## config.mk

```make
export PLATFORM = sky130hd
export DESIGN_NAME = pps_ram
export DESIGN_NICKNAME = d
export VERILOG_FILES = /design/src/sv/pps_ram.sv
export SDC_FILE = /design/constraint.sdc
export NUM_CORES = 1
export LEC_CHECK = 0
export BUFFER_PORTS_ARGS = -buffer_cell sky130_fd_sc_hd__buf_2
export CAP_MARGIN = 20
export CORE_ASPECT_RATIO = 0.8
export CORE_MARGIN = 2
export CORE_UTILIZATION = 60
export CTS_CLUSTER_DIAMETER = 30
export DETAILED_ROUTE_END_ITERATION = 10
export PLACE_DENSITY = 0.78
export SLEW_MARGIN = 40
export SYNTH_ARGS = -nofsm -noshare
export SYNTH_HDL_FRONTEND = slang
export SYNTH_SLANG_ARGS = --single-unit
```

## constraint.sdc

```tcl
create_clock -name clk_i -period 2.3 [get_ports clk_i]
set_input_delay 0.115 -clock clk_i [delete_from_list [all_inputs] [get_ports clk_i]]
set_output_delay 0.115 -clock clk_i [all_outputs]
set_load 0.005 [all_outputs]
```

## src/sv/pps_ram.sv

```systemverilog
// ---------------------------------------------------------------------------
// Pin program sequencer RAM
// Generic single-port-write, single-port-read memory with a registered read.
// ---------------------------------------------------------------------------
module pps_ram #(
  parameter int unsigned Width = 8,
  parameter int unsigned Depth = 16
) (
  input  logic                     clk_i,
  input  logic                     we_i,
  input  logic [$clog2(Depth)-1:0] waddr_i,
  input  logic [Width-1:0]         wdata_i,
  input  logic                     re_i,
  input  logic [$clog2(Depth)-1:0] raddr_i,
  output logic [Width-1:0]         rdata_o
);

  logic [Width-1:0] mem_q [Depth];
  logic [Width-1:0] rdata_q;

  // Write port.
  always_ff @(posedge clk_i) begin
    if (we_i) begin
      mem_q[waddr_i] <= wdata_i;
    end
  end

  // Registered read port; the data holds until the next read.
  always_ff @(posedge clk_i) begin
    if (re_i) begin
      rdata_q <= mem_q[raddr_i];
    end
  end

  assign rdata_o = rdata_q;

endmodule

```

==> run_summary.xml <==
<?xml version="1.0" encoding="UTF-8"?>
<metrics>
  <group name="pwr">
    <metric name="static-leakage-power" unit="nW">2.133</metric>
    <metric name="ir_worst_vdd" unit="uV">602.4</metric>
    <metric name="finalPower" unit="mW">5.683</metric>
    <metric name="power_density" unit="nW/um^2">909.1</metric>
  </group>
  <group name="sta">
    <metric name="totalNegativeSetupSlack" unit="ns">0</metric>
    <metric name="timing.clock.skew" unit="ns">0.006225</metric>
    <metric name="maxSlewHeadroom" unit="">0.5243</metric>
    <metric name="timing_hold_violations_final" unit="">0</metric>
    <metric name="report.final.setup_viol" unit="">0</metric>
    <metric name="tightest_slew" unit="ns">0.7120</metric>
    <metric name="clock.fmax" unit="MHz">668.9</metric>
    <metric name="period_share" unit="">0.6500</metric>
    <metric name="finalWorstPathRequiredPeriod" unit="ns">1.495</metric>
    <metric name="setup_repair_after_global_routing_missed_its_margin" unit="">false</metric>
    <metric name="final_max_slew_viol_count" unit="">0</metric>
  </group>
  <group name="hold_path">
    <metric name="min_path_type" unit="">input port to flip-flop</metric>
    <metric name="holdCritStartpoint" unit="">waddr_i[0]</metric>
  </group>
  <group name="setup_path">
    <metric name="worstPathCellList" unit="">mux4_1, a22oi_1, nand2_1</metric>
    <metric name="worst-setup-path-type" unit="">flip-flop to flip-flop</metric>
    <metric name="arrival" unit="ns">1.75</metric>
    <metric name="crit_fanout" unit="">1</metric>
    <metric name="timing.critical_path.buf_inv" unit="">0</metric>
    <metric name="timing.critical_path.slowest_stage_cell" unit="">sky130_fd_sc_hd__mux4_1</metric>
    <metric name="worst_path_dominant_cell_family" unit="">multiplexers</metric>
    <metric name="startpoint_type" unit="">flip-flop</metric>
    <metric name="worst_setup_path_end_kind" unit="">flip-flop</metric>
    <metric name="timing.rr.start" unit="">mem_q[10][1]$_DFFE_PP_</metric>
    <metric name="critical_path.max_stage_delay" unit="ns">0.50</metric>
    <metric name="r2r_slack" unit="ns">0.81</metric>
    <metric name="cp-startpoint" unit="">mem_q[10][1]$_DFFE_PP_</metric>
    <metric name="critPathRequiredTime" unit="ns">2.55</metric>
  </group>
  <group name="clock_tree">
    <metric name="clock_tree.root_cell" unit="">sky130_fd_sc_hd__clkbuf_8</metric>
    <metric name="cts_inserted_buffers" unit="">17</metric>
    <metric name="clkSinkCount" unit="">136</metric>
    <metric name="tritoncts" unit="">done</metric>
    <metric name="cts.reportedPaths.clkPinSlew" unit="ns">0.06</metric>
    <metric name="clock_latency" unit="ns">0.51</metric>
    <metric name="h-tree-depth" unit="">4</metric>
    <metric name="post-cts-setup-buffers" unit="">0</metric>
    <metric name="ctsLongestPathBuffers" unit="">2</metric>
  </group>
  <group name="detailed_routing">
    <metric name="drt_wl_total" unit="mm">9.736</metric>
    <metric name="routed_length_per_instance" unit="um">23.35</metric>
    <metric name="vias" unit="">2502</metric>
    <metric name="first_iter_violations" unit="">227</metric>
    <metric name="ant_nets" unit="">0</metric>
    <metric name="residual_drc" unit="">0</metric>
    <metric name="detail_route.first_pass.iterations" unit="">4</metric>
    <metric name="avgViaCountPerCell" unit="">6.000</metric>
  </group>
  <group name="final_layout">
    <metric name="num_antenna_cells" unit="">0</metric>
    <metric name="design.final.nets" unit="">312</metric>
    <metric name="mostFrequentLayoutCells" unit="">sky130_fd_sc_hd__edfxtp_1, sky130_fd_sc_hd__buf_2, sky130_fd_sc_hd__mux4_2, sky130_fd_sc_hd__buf_4</metric>
    <metric name="final_layout_size_suffix_gt1_frac" unit="">0.3049</metric>
    <metric name="layout.cells.most_common" unit="">sky130_fd_sc_hd__edfxtp_1</metric>
    <metric name="area_growth" unit="%">19.58</metric>
  </group>
  <group name="synth">
    <metric name="syn_nets" unit="">248</metric>
    <metric name="postSynthRegisterBits" unit="">136</metric>
    <metric name="total_number_of_yosys_warnings" unit="">0</metric>
    <metric name="combined_area_of_all_synthesized_cells" unit="sq um">5228</metric>
    <metric name="synth.yosys.seq_area_share" unit="">0.7812</metric>
    <metric name="post_synth.cell_area_avg" unit="sq um">22.83</metric>
    <metric name="syn-instance-count" unit="">229</metric>
    <metric name="synth_cell_type_count" unit="">18</metric>
  </group>
  <group name="die">
    <metric name="start_util" unit="">0.6162</metric>
    <metric name="die_x" unit="um">108.4</metric>
    <metric name="die-area" unit="sq um">9480</metric>
    <metric name="row_count" unit="">30</metric>
    <metric name="floorplan.core_area" unit="sq um">8483</metric>
    <metric name="ios" unit="">27</metric>
    <metric name="die_height" unit="um">87.49</metric>
  </group>
  <group name="global_route">
    <metric name="grt_start_max_net_pins" unit="">33</metric>
    <metric name="grt_first_pass_wirelength" unit="mm">14.76</metric>
    <metric name="grtUsageTotal" unit="">0.2320</metric>
    <metric name="antenna_violations_before_repair" unit="">0</metric>
    <metric name="globalRoute.totalOverflow" unit="">0</metric>
    <metric name="grt_pass1_vias" unit="">2549</metric>
  </group>
  <group name="placed_design">
    <metric name="buffer_ports.inserted" unit="">26</metric>
    <metric name="hpwlAfterDp" unit="mm">5.954</metric>
    <metric name="gp_congestion" unit="">0.7366</metric>
  </group>
  <group name="job">
    <metric name="number_of_max_cap_violations" unit="">0</metric>
  </group>
  <group name="status">
    <metric name="run_status" unit="">completed</metric>
  </group>
</metrics>
==> final timing paths <==
path | to | cells after the start
max reg2reg | rdata_o[1]$_DFFE_PP_ | 3
min reg2reg | rdata_o[0]$_DFFE_PP_ | 3
max | rdata_o[1]$_DFFE_PP_ | 3
min | mem_q[8][6]$_DFFE_PP_ | 3
==> logic make-up (layout without fill, tap and decap cells) <==
kind of cell,count (synthesis),after routing,synth area share
compound gates,16,16,0.02298
mux,32,32,0.1479
buf+inv,10,86,0.01651
simple gates,35,35,0.03136
flops,136,136,0.7812
==> through the flow <==
step	cell area (sq um)	util	setup WS, ns	hold WS [ns]	std cells
after floorplan	5228	-	0.6921	0.2139	229
after CTS	6251	0.7369	0.7959	0.1396	417
final	6251	0.7369	0.8050	0.1639	417
after detailed placement	5587	0.6586	0.5742	0.4877	377
after global routing	6251	0.7369	0.7287	0.1566	417
after global placement	5587	0.6586	0.5894	0.4837	377
==> where the power goes <==
part	internal [mW]	switching (mW)	leakage (nW)
combinational	0.120	0.142	0.625
clock	1.64	0.978	0.272
sequential	2.79	0.0147	1.24
total	4.55	1.13	2.13
==> layout make-up <==
| class | count | area [sq um] |
|---|---|---|
| Sequential cell | 136 | 4084 |
| Fill cell | 504 | 2232 |
| Multi-Input combinational cell | 83 | 1057 |
| Clock buffer | 18 | 417.9 |
| Timing Repair Buffer | 55 | 395.4 |
| Clock inverter | 13 | 156.4 |
| Tap cell | 112 | 140.1 |
==> synth_stat cells (all sizes together) <==
cell / count / area share
edfxtp: 136 / 0.78
nand2b: 2 / 0.0024
mux4: 32 / 0.15
nor2b: 1 / 0.0012
nand2: 9 / 0.0065
clkdlybuf4s25: 3 / 0.0057
and2: 1 / 0.0012
a22oi: 16 / 0.023
nand3b: 2 / 0.0029
nor3: 4 / 0.0038
buf: 7 / 0.011
nand3: 1 / 0.00096
and2b: 1 / 0.0014
nor2: 13 / 0.0093
or3b: 1 / 0.0017
==> sequential cells by signal, indices dropped and copies added (netlist names) <==
register and cells:
mem_q 128, rdata_o 8
==> worst reg2reg max path, delay by kind of cell (launching register included) <==
kind / cells / cell delay [ns]
AND/OR/NAND/NOR: 1 / 0.08
multiplexers: 1 / 0.50
AO/OA/AOI/OAI: 1 / 0.28
flip-flops: 1 / 0.38
==> repair_timing <==
| item | 4_1_cts | 5_1_grt |
|---|---|---|
| hold buffers | 9 | 0 |
| gates resized for setup | 0 | 0 |
| hold endpoints to repair | 136 | 0 |
==> metal layers <==
metal  vias to the layer above  GRT usage  wire [um]
met1                      1315     0.3342       4442
met3                         5    0.07031        475
met4                         0    0.06993         71
li1                       1111          -          -
met5                         -          0          0
met2                        71     0.3522       4747
Note: power is estimated with default switching activity, not from simulation.
